==> src/rtl/ssp_pkg.sv <==
// Shared types and codes for the segment stop and presteer sequencer.
`timescale 1ns / 1ps

package ssp_pkg;

  typedef enum logic [1:0] {
    CMD_TICK    = 2'd0,
    CMD_TIMEOUT = 2'd1,
    CMD_LOAD    = 2'd2,
    CMD_UNUSED  = 2'd3
  } cmd_t;

  typedef enum logic [2:0] {
    INT_NONE      = 3'd0,
    INT_TRACK     = 3'd1,
    INT_STOP      = 3'd2,
    INT_PRESTEER  = 3'd3,
    INT_FINHOLD   = 3'd4,
    INT_EMERGENCY = 3'd5
  } intent_t;

  typedef enum logic [1:0] {
    SRC_NONE   = 2'd0,
    SRC_ACTIVE = 2'd1,
    SRC_LOCAL  = 2'd2
  } src_t;

  localparam logic [2:0] CFG_POS_TOL    = 3'd0;
  localparam logic [2:0] CFG_HEAD_TOL   = 3'd1;
  localparam logic [2:0] CFG_SPEED_TOL  = 3'd2;
  localparam logic [2:0] CFG_ZONE       = 3'd3;
  localparam logic [2:0] CFG_STOP_HOLD  = 3'd4;
  localparam logic [2:0] CFG_PRESTEER   = 3'd5;
  localparam logic [2:0] CFG_FIN_HOLD   = 3'd6;
  localparam logic [2:0] CFG_GLOBAL     = 3'd7;

  localparam int PosW   = 24;
  localparam int HeadW  = 16;
  localparam int SpeedW = 17;
  localparam int SqW    = 2 * (PosW + 1) - 1;

  typedef struct packed {
    logic [SqW-1:0]    dx_sq;
    logic [SqW-1:0]    dy_sq;
    logic [HeadW-1:0]  head_err;
    logic [SpeedW-1:0] speed_abs;
  } geo_t;

endpackage

==> src/rtl/ssp_geom.sv <==
// Pose geometry: squared endpoint offsets, wrapped heading error, absolute speed.
`timescale 1ns / 1ps

module ssp_geom (
  input  logic signed [ssp_pkg::PosW-1:0]   ego_x,
  input  logic signed [ssp_pkg::PosW-1:0]   ego_y,
  input  logic        [ssp_pkg::HeadW-1:0]  ego_heading,
  input  logic signed [ssp_pkg::SpeedW-1:0] ego_speed,
  input  logic signed [ssp_pkg::PosW-1:0]   end_x,
  input  logic signed [ssp_pkg::PosW-1:0]   end_y,
  input  logic        [ssp_pkg::HeadW-1:0]  end_heading,
  output ssp_pkg::geo_t                     geo
);
  import ssp_pkg::*;

  logic signed [PosW:0]   dx;
  logic signed [PosW:0]   dy;
  logic        [PosW:0]   ax;
  logic        [PosW:0]   ay;
  logic        [HeadW-1:0] dh;

  assign dx = {ego_x[PosW-1], ego_x} - {end_x[PosW-1], end_x};
  assign dy = {ego_y[PosW-1], ego_y} - {end_y[PosW-1], end_y};
  assign ax = dx[PosW] ? (PosW+1)'(0) - dx : dx;
  assign ay = dy[PosW] ? (PosW+1)'(0) - dy : dy;
  assign dh = ego_heading - end_heading;

  assign geo.dx_sq     = SqW'({{(PosW-1){1'b0}}, ax} * {{(PosW-1){1'b0}}, ax});
  assign geo.dy_sq     = SqW'({{(PosW-1){1'b0}}, ay} * {{(PosW-1){1'b0}}, ay});
  assign geo.head_err  = dh[HeadW-1] ? HeadW'(~dh + 1'b1) : dh;
  assign geo.speed_abs = ego_speed[SpeedW-1] ? SpeedW'(~ego_speed + 1'b1) : ego_speed;

endmodule

==> src/rtl/segment_stop_presteer_fsm.sv <==
// Top level of the segment stop and presteer sequencer.
// Usage:
//   One input item per control tick on the in_ channel; in_tuser carries the
//   command (update tick, timeout stop, load path), in_tdata the pose, speed,
//   time, active endpoint and segment total. Each item yields exactly one
//   result item on the out_ channel: state, intent, source, segment
//   index and flags. When advanced is set the next endpoint must be supplied.
//   An accepted item reaches out_tvalid through three registers: input
//   register, squaring stage (one 25x25 multiplier per axis), then decision
//   and state update into the result register. One item is accepted per
//   cycle while in_tready is high. When out_tready is low the result register
//   holds; the two earlier stages keep filling, and in_tready falls only once
//   all three stages are full. Synchronous reset restores the register
//   defaults, clears the path (idle, no segments) and empties the pipeline;
//   no clearing pass is needed. Configuration writes on cfg_ take effect at
//   the next clock edge; the user must make them while the block is idle, which
//   the block does not enforce. Position tolerance and zone are stored squared.
`timescale 1ns / 1ps

module segment_stop_presteer_fsm #(
  parameter int MAX_SEGMENTS = 255
) (
  input  logic         clk,
  input  logic         rst_n,
  input  logic         in_tvalid,
  output logic         in_tready,
  // ego_x[23:0], ego_y[47:24], ego_heading[63:48], ego_speed[80:64],
  // now_ms[112:81], end_x[136:113], end_y[160:137], end_heading[176:161],
  // segment_total[184:177], zero[191:185]
  input  logic [191:0] in_tdata,
  // command[1:0]
  input  logic [1:0]   in_tuser,
  output logic         out_tvalid,
  input  logic         out_tready,
  // publish[0], finished[1], speed_cap[2], planner_state[5:3], intent[8:6],
  // source[10:9], segment_index[18:11], advanced[19], zero[23:20]
  output logic [23:0]  out_tdata,
  input  logic         cfg_we,
  input  logic [2:0]   cfg_addr,
  input  logic [15:0]  cfg_wdata
);
  import ssp_pkg::*;

  typedef enum logic [2:0] {
    ST_IDLE     = 3'd0,
    ST_TRACK    = 3'd1,
    ST_STOP     = 3'd2,
    ST_PRESTEER = 3'd3,
    ST_FINHOLD  = 3'd4
  } state_t;

  localparam logic [7:0] MaxSeg = 8'(MAX_SEGMENTS);

  // configuration
  logic [31:0] pos_tol_sq_r;
  logic [15:0] head_tol_r;
  logic [15:0] speed_tol_r;
  logic [31:0] zone_sq_r;
  logic [15:0] stop_hold_r;
  logic [15:0] presteer_r;
  logic [15:0] fin_hold_r;
  logic        global_r;
  logic [31:0] cfg_sq;

  // pipeline
  logic         s1_valid_r, s2_valid_r, out_valid_r;
  logic         s1_free, s2_free, out_free;
  logic [191:0] s1_data_r;
  cmd_t         s1_cmd_r, s2_cmd_r;
  logic [31:0]  s2_now_r;
  logic [7:0]   s2_total_r;
  geo_t         geo, s2_geo_r;
  logic [23:0]  out_data_r;

  // sequencer state
  state_t      state_r, state_nxt;
  logic [31:0] deadline_r, deadline_nxt;
  logic [7:0]  idx_r, idx_nxt;
  logic [7:0]  cnt_r, cnt_nxt;

  logic [SqW:0] dist_sq;
  logic         reached, precise, zone_ok;
  logic         has_path, path_fin, is_final, is_idle, do_stop;
  logic [7:0]   load_cnt;
  logic [31:0]  dl_stop, dl_pre, dl_fin, stop_dl;
  src_t         src;
  intent_t      intent;
  logic         fin_o, cap_o, adv_o, pub_o;

  assign cfg_sq = {16'b0, cfg_wdata} * {16'b0, cfg_wdata};

  always_ff @(posedge clk) begin
    if (!rst_n) begin
      pos_tol_sq_r <= 32'd40000;
      head_tol_r   <= 16'd1000;
      speed_tol_r  <= 16'd50;
      zone_sq_r    <= 32'd9000000;
      stop_hold_r  <= 16'd500;
      presteer_r   <= 16'd1000;
      fin_hold_r   <= 16'd1000;
      global_r     <= 1'b0;
    end else if (cfg_we) begin
      unique case (cfg_addr)
        CFG_POS_TOL:   pos_tol_sq_r <= cfg_sq;
        CFG_HEAD_TOL:  head_tol_r   <= cfg_wdata;
        CFG_SPEED_TOL: speed_tol_r  <= cfg_wdata;
        CFG_ZONE:      zone_sq_r    <= cfg_sq;
        CFG_STOP_HOLD: stop_hold_r  <= cfg_wdata;
        CFG_PRESTEER:  presteer_r   <= cfg_wdata;
        CFG_FIN_HOLD:  fin_hold_r   <= cfg_wdata;
        CFG_GLOBAL:    global_r     <= cfg_wdata[0];
        default:       ;
      endcase
    end
  end

  assign out_free  = !out_valid_r || out_tready;
  assign s2_free   = !s2_valid_r || out_free;
  assign s1_free   = !s1_valid_r || s2_free;
  assign in_tready = s1_free;

  ssp_geom u_geom (
    .ego_x       (s1_data_r[23:0]),
    .ego_y       (s1_data_r[47:24]),
    .ego_heading (s1_data_r[63:48]),
    .ego_speed   (s1_data_r[80:64]),
    .end_x       (s1_data_r[136:113]),
    .end_y       (s1_data_r[160:137]),
    .end_heading (s1_data_r[176:161]),
    .geo         (geo)
  );

  always_ff @(posedge clk) begin
    if (!rst_n) begin
      s1_valid_r <= 1'b0;
      s2_valid_r <= 1'b0;
    end else begin
      if (s1_free) s1_valid_r <= in_tvalid;
      if (s2_free) s2_valid_r <= s1_valid_r;
    end
    if (s1_free && in_tvalid) begin
      s1_data_r <= in_tdata;
      s1_cmd_r  <= cmd_t'(in_tuser);
    end
    if (s2_free && s1_valid_r) begin
      s2_geo_r   <= geo;
      s2_cmd_r   <= s1_cmd_r;
      s2_now_r   <= s1_data_r[112:81];
      s2_total_r <= s1_data_r[184:177];
    end
  end

  assign dist_sq  = {1'b0, s2_geo_r.dx_sq} + {1'b0, s2_geo_r.dy_sq};
  assign reached  = (dist_sq <= {{(SqW+1-32){1'b0}}, pos_tol_sq_r}) &&
                    (s2_geo_r.head_err <= head_tol_r);
  assign precise  = reached && (s2_geo_r.speed_abs <= {1'b0, speed_tol_r});
  assign zone_ok  = dist_sq <= {{(SqW+1-32){1'b0}}, zone_sq_r};
  assign has_path = cnt_r != 8'd0;
  assign path_fin = has_path && (idx_r >= cnt_r);
  assign is_final = has_path && (({1'b0, idx_r} + 9'd1) >= {1'b0, cnt_r});
  assign is_idle  = !(state_r == ST_TRACK || state_r == ST_STOP ||
                      state_r == ST_PRESTEER || state_r == ST_FINHOLD);
  assign do_stop  = (state_r == ST_TRACK && reached) || state_r == ST_STOP;
  assign load_cnt = (s2_total_r > MaxSeg) ? MaxSeg : s2_total_r;
  assign dl_stop  = s2_now_r + {16'b0, stop_hold_r};
  assign dl_pre   = s2_now_r + {16'b0, presteer_r};
  assign dl_fin   = s2_now_r + {16'b0, fin_hold_r};
  assign stop_dl  = (state_r == ST_TRACK) ? dl_stop : deadline_r;

  always_comb begin
    state_nxt    = state_r;
    deadline_nxt = deadline_r;
    idx_nxt      = idx_r;
    cnt_nxt      = cnt_r;
    src          = SRC_NONE;
    intent       = INT_NONE;
    fin_o        = 1'b0;
    cap_o        = 1'b0;
    adv_o        = 1'b0;
    unique case (s2_cmd_r)
      CMD_LOAD: begin
        cnt_nxt      = load_cnt;
        idx_nxt      = 8'd0;
        deadline_nxt = 32'd0;
        state_nxt    = (load_cnt != 8'd0) ? ST_TRACK : ST_IDLE;
        adv_o        = load_cnt != 8'd0;
      end
      CMD_TIMEOUT: begin
        intent = INT_EMERGENCY;
        if (!has_path || path_fin) fin_o = path_fin;
        else src = SRC_ACTIVE;
      end
      CMD_UNUSED: begin
        fin_o = path_fin;
      end
      CMD_TICK: begin
        priority if (!has_path || path_fin || is_idle) begin
          state_nxt = ST_IDLE;
          fin_o     = path_fin;
        end else if (do_stop) begin
          src = SRC_ACTIVE;
          if (s2_now_r >= stop_dl && precise) begin
            if (is_final) begin
              state_nxt    = ST_FINHOLD;
              deadline_nxt = dl_fin;
              intent       = INT_FINHOLD;
              fin_o        = 1'b1;
            end else begin
              idx_nxt      = idx_r + 8'd1;
              state_nxt    = ST_PRESTEER;
              deadline_nxt = dl_pre;
              intent       = INT_PRESTEER;
              adv_o        = 1'b1;
            end
          end else begin
            state_nxt    = ST_STOP;
            deadline_nxt = stop_dl;
            intent       = INT_STOP;
          end
        end else if (state_r == ST_PRESTEER && s2_now_r < deadline_r) begin
          src    = SRC_ACTIVE;
          intent = INT_PRESTEER;
        end else if (state_r == ST_FINHOLD) begin
          fin_o = 1'b1;
          if (s2_now_r >= deadline_r) begin
            idx_nxt   = idx_r + 8'd1;
            state_nxt = ST_IDLE;
            adv_o     = 1'b1;
          end else begin
            src    = SRC_ACTIVE;
            intent = INT_FINHOLD;
          end
        end else begin
          state_nxt = ST_TRACK;
          src       = global_r ? SRC_ACTIVE : SRC_LOCAL;
          intent    = INT_TRACK;
          cap_o     = is_final && zone_ok && !reached;
        end
      end
    endcase
    pub_o = (src != SRC_NONE) && (idx_nxt < cnt_nxt);
  end

  always_ff @(posedge clk) begin
    if (!rst_n) begin
      out_valid_r <= 1'b0;
      state_r     <= ST_IDLE;
      deadline_r  <= 32'd0;
      idx_r       <= 8'd0;
      cnt_r       <= 8'd0;
    end else if (out_free) begin
      out_valid_r <= s2_valid_r;
      if (s2_valid_r) begin
        state_r    <= state_nxt;
        deadline_r <= deadline_nxt;
        idx_r      <= idx_nxt;
        cnt_r      <= cnt_nxt;
      end
    end
    if (out_free && s2_valid_r) begin
      out_data_r <= {4'b0, adv_o, idx_nxt, src, intent, state_nxt,
                     cap_o, fin_o, pub_o};
    end
  end

  assign out_tvalid = out_valid_r;
  assign out_tdata  = out_data_r;

  a_publish_src: assert property (@(posedge clk) disable iff (!rst_n)
    out_valid_r && out_data_r[0] |-> out_data_r[10:9] != SRC_NONE)
    else $error("publish without a path source");

  a_cap_track: assert property (@(posedge clk) disable iff (!rst_n)
    out_valid_r && out_data_r[2] |-> out_data_r[8:6] == INT_TRACK)
    else $error("speed cap outside tracking");

  a_count_max: assert property (@(posedge clk) disable iff (!rst_n)
    cnt_r <= MaxSeg)
    else $error("segment count above maximum");

  a_idle_no_pub: assert property (@(posedge clk) disable iff (!rst_n)
    out_valid_r && out_data_r[5:3] == ST_IDLE && out_data_r[8:6] != INT_EMERGENCY
    |-> !out_data_r[0])
    else $error("publish while idle");

endmodule
==> config.mk <==
export PLATFORM = sky130hd
export DESIGN_NAME = segment_stop_presteer_fsm
export DESIGN_NICKNAME = d
export VERILOG_FILES = /design/src/rtl/ssp_pkg.sv /design/src/rtl/ssp_geom.sv /design/src/rtl/segment_stop_presteer_fsm.sv
export SDC_FILE = /design/constraint.sdc
export NUM_CORES = 2
export LEC_CHECK = 0
export ABC_CLOCK_PERIOD_IN_PS = 13760
export BUFFER_PORTS_ARGS = -buffer_cell sky130_fd_sc_hd__buf_2
export CORE_MARGIN = 5
export CORE_UTILIZATION = 50
export DETAILED_ROUTE_END_ITERATION = 10
export PLACE_DENSITY_LB_ADDON = 0.15
export RECOVER_POWER = 50
export SETUP_SLACK_MARGIN = 0.15
export SYNTH_ARGS = -nofsm -noshare
export SYNTH_HDL_FRONTEND = slang
export SYNTH_SLANG_ARGS = --single-unit
==> constraint.sdc <==
create_clock -name clk -period 13.76 [get_ports clk]
set_input_delay 1.376 -clock clk [delete_from_list [all_inputs] [get_ports clk]]
set_output_delay 1.376 -clock clk [all_outputs]
set_load 0.02 [all_outputs]
==> results.py <==
metrics = {
    "outcome": {
        "outcome": "complete, but fails checks",
        "failed_checks": "max-capacitance violations, max-slew violations",
    },
    "finish": {
        "area_growth_pct": 8.003,
        "drive_gt1_share_pct": 6.027,
        "nNetsFinal": 10320,
        "fillCellCount": 13490,
    },
    "placement": {
        "dp_hpwl_um": 150000,
        "numPortBuffers": 232,
        "gp_congestion": 0.9187,
    },
    "global_routing": {
        "globalRouteTotalUtil_pct": 24.39,
        "grt_pass1_wl_um": 306000,
        "antenna_found_initial": 3,
        "grt_max_degree": 99,
        "first_global_vias": 57640,
        "overflow": 0,
    },
    "sta": {
        "drv_slew": 426,
        "min_period_ps": 12660,
        "hold_viol": 0,
        "skew_ps": 38.97,
        "timing.final.crit_share_pct": 92.03,
        "rsz0062_at_grt": "no",
        "worstMarginPinSlew_ps": 5249,
        "tns_ps": 0,
        "setup_violations": 0,
        "fmax_mhz": 78.97,
        "slew_headroom_pct": -253.1,
    },
    "setup_path": {
        "cp_common_cell": "fa_1",
        "r2r_end": "s2_geo_r[130]$_DFFE_PP_",
        "cp_slowest_cell": "a21oi_1",
        "cp.arrival_ps": 13070,
        "critPathMaxFanout": 15,
        "r2r-start": "s1_data_r[113]$_DFFE_PP_",
        "endpoint": "s2_geo_r[130]$_DFFE_PP_",
        "required_ps": 14170,
        "cp-start-kind": "flip-flop",
        "startpoint": "s1_data_r[113]$_DFFE_PP_",
        "r2r_slack_ps": 1100,
        "end_kind": "flip-flop",
        "rr_worst_depth": 44,
        "criticalPathCategory": "reg2reg",
        "cp_slowest_stage_delay_ps": 670,
    },
    "synthesis": {
        "ys_warn_count": 0,
        "synth-async-reset-ratio_pct": 0,
        "synth_area_mm2": 0.07470,
        "synthTopCellsByArea": "fa_1 (30%), edfxtp_1 (15%), ha_1 (13%)",
        "synth_seq_cells": 575,
        "yosysMostFrequentCell": "inv_1",
        "synth.distinct_cells": 94,
        "syn_inst": 8005,
        "seq_area_frac_synth_pct": 20.48,
        "synth-main-ff-cell": "edfxtp_1",
        "postSynthAreaPerCell_um2": 9.331,
        "synth_common_cells": "inv_1 (1706), fa_1 (1108), ha_1 (785)",
        "synth_edf_count": 378,
        "synth_top_area_cell": "fa_1",
        "synth_top_area_share_pct": 29.69,
    },
    "clock_tree": {
        "cts.sinks": 575,
        "numCtsBuffers": 71,
        "htree_levels": 3,
        "cts_tree": "built",
        "cts.clk_slew.worst_paths_ps": 60,
        "cts_max_path_buffers": 3,
        "postCtsSetupRepairBufs": 0,
        "root_buffer": "clkbuf_16",
        "cts-resized-gates": 0,
        "hold_buffers": 0,
        "clock_latency_ps": 680,
    },
    "floorplan": {
        "start_util_pct": 50.41,
        "rows": 141,
        "dieArea_mm2": 0.1572,
        "die_h_um": 396.5,
        "die_w_um": 396.5,
        "core_region_area_mm2": 0.1482,
        "io_pins": 244,
    },
    "routing": {
        "drc": 0,
        "vias": 55030,
        "drtIter0Drc": 3324,
        "ant_nets": 0,
        "drt_wl_total_um": 189000,
        "via_per_inst": 5.398,
        "wire_per_inst_um": 18.54,
        "drt-pass1-iter-count": 5,
    },
    "run": {
        "drv_cap": 8,
    },
    "hold_path": {
        "holdCritPathClass": "reg2reg",
    },
}
-- layout by cell type, fill, tap and decap left out, types with 36 or more instances in the layout --
cell          n
o21a_1       66
a21oi_1     425
nand2b_1     62
o21ai_0     208
dfxtp_1     197
clkbuf_1     53
or2_2        36
buf_4        94
nor2_1      635
xnor2_1     228
edfxtp_1    378
nor2b_1      57
and2_1       69
a21o_1      149
or3_1        46
nand2_1     730
a211oi_1     36
clkbuf_16    71
ha_1        785
fa_1       1108
nand4_1      66
o211ai_1     57
xor2_1      116
inv_1      1705
and3_1       37
conb_1       41
nand3_1     119
nor3_1       93
buf_2       201
a31oi_1      38
-- area by class of cell --
cell class / instances / area [µm²] / share of cell area [%]
inverter: 1711 / 6424 / 7.962
clock inverter: 42 / 521.8 / 0.6467
antenna: 1 / 2.502 / 0.003102
timing repair buffer: 333 / 1854 / 2.298
tap: 1930 / 2415 / 2.993
multi-input combinational: 5512 / 52280 / 64.80
clock buffer: 90 / 1888 / 2.340
sequential: 575 / 15290 / 18.96
-- state kept, by name (all words and copies together) (netlist names) --
register / flops
s2_total_r: 8
out_tvalid: 1
speed_tol_r: 16
out_tdata: 20
zone_sq_r: 31
fin_hold_r: 16
s2_now_r: 32
cnt_r: 8
deadline_r: 32
presteer_r: 16
global_r: 1
s2_cmd_r: 2
s1_valid_r: 1
idx_r: 8
head_tol_r: 16
state_r: 3
stop_hold_r: 16
pos_tol_sq_r: 31
s1_cmd_r: 2
s2_valid_r: 1
s2_geo_r: 129
s1_data_r: 185
-- layer usage --
metal,global-route usage (%),vias to the layer above,share of wire [%]
met3,3.041,312,5.4
met4,6.699,2,3.0
li1,-,25950,-
met2,42.41,1441,49
met1,32.27,27330,42
met5,0,-,0.0063
-- stage by stage --
step / hold WS [ps] / instance area, µm² / instances / setup WS (ps) / utilization [%]
2_1_floorplan: 400.3 / 74840 / 8044 / 2152 / -
3_3_place_gp: 401.6 / 78340 / 10060 / 1361 / 52.86
3_5_place_dp: 404.5 / 78340 / 10060 / 1300 / 52.86
4_1_cts: 416.4 / 80750 / 10190 / 1204 / 54.49
5_1_grt: 423.9 / 80680 / 10190 / 398.2 / 54.44
6_report: 416.6 / 80680 / 10190 / 1096 / 54.44
-- cell families (layout without fill, tap and decap cells) --
logic type / Yosys count / count (layout) / share of synthesized area [%]
AOI/OAI and AO/OA: 1184 / 1184 / 10.09
xor gates and xnor gates: 350 / 350 / 4.104
adders and majority gates: 1893 / 1893 / 42.84
muxes: 43 / 43 / 0.6063
DFF: 575 / 575 / 20.48
buffers and inverters: 1957 / 2176 / 9.889
and+or+nand+nor: 2001 / 2001 / 11.98
other: 2 / 42 / 0.01005
-- how the worst min path moves through the flow --
stage / start / end / cells past startpoint
final: s1_data_r[178]$_DFFE_PP_ / s2_total_r[1]$_DFFE_PP_ / 0
after global routing: s1_data_r[86]$_DFFE_PP_ / s2_now_r[5]$_DFFE_PP_ / 0
after CTS: s1_data_r[178]$_DFFE_PP_ / s2_total_r[1]$_DFFE_PP_ / 0
after detailed placement: s1_data_r[110]$_DFFE_PP_ / s2_now_r[29]$_DFFE_PP_ / 0
after global placement: s1_data_r[109]$_DFFE_PP_ / s2_now_r[28]$_DFFE_PP_ / 0
after floorplan: s1_cmd_r[0]$_DFFE_PP_ / s2_cmd_r[0]$_DFFE_PP_ / 0
-- worst max-delay path, delay by kind of cell, from the launching register on --
| family | cells | cell delay, ps |
|---|---|---|
| AND/OR/NAND/NOR | 6 | 1220 |
| XOR/XNOR | 2 | 300 |
| buffers and inverters | 7 | 1130 |
| flip-flops | 1 | 370 |
| AO/OA/AOI/OAI | 19 | 4870 |
| adder cells (fa/ha/maj) | 10 | 4470 |
Power is left out: the tool's default activity adds up to more than one toggle a clock period on the data nets, which glitch-free logic cannot reach.
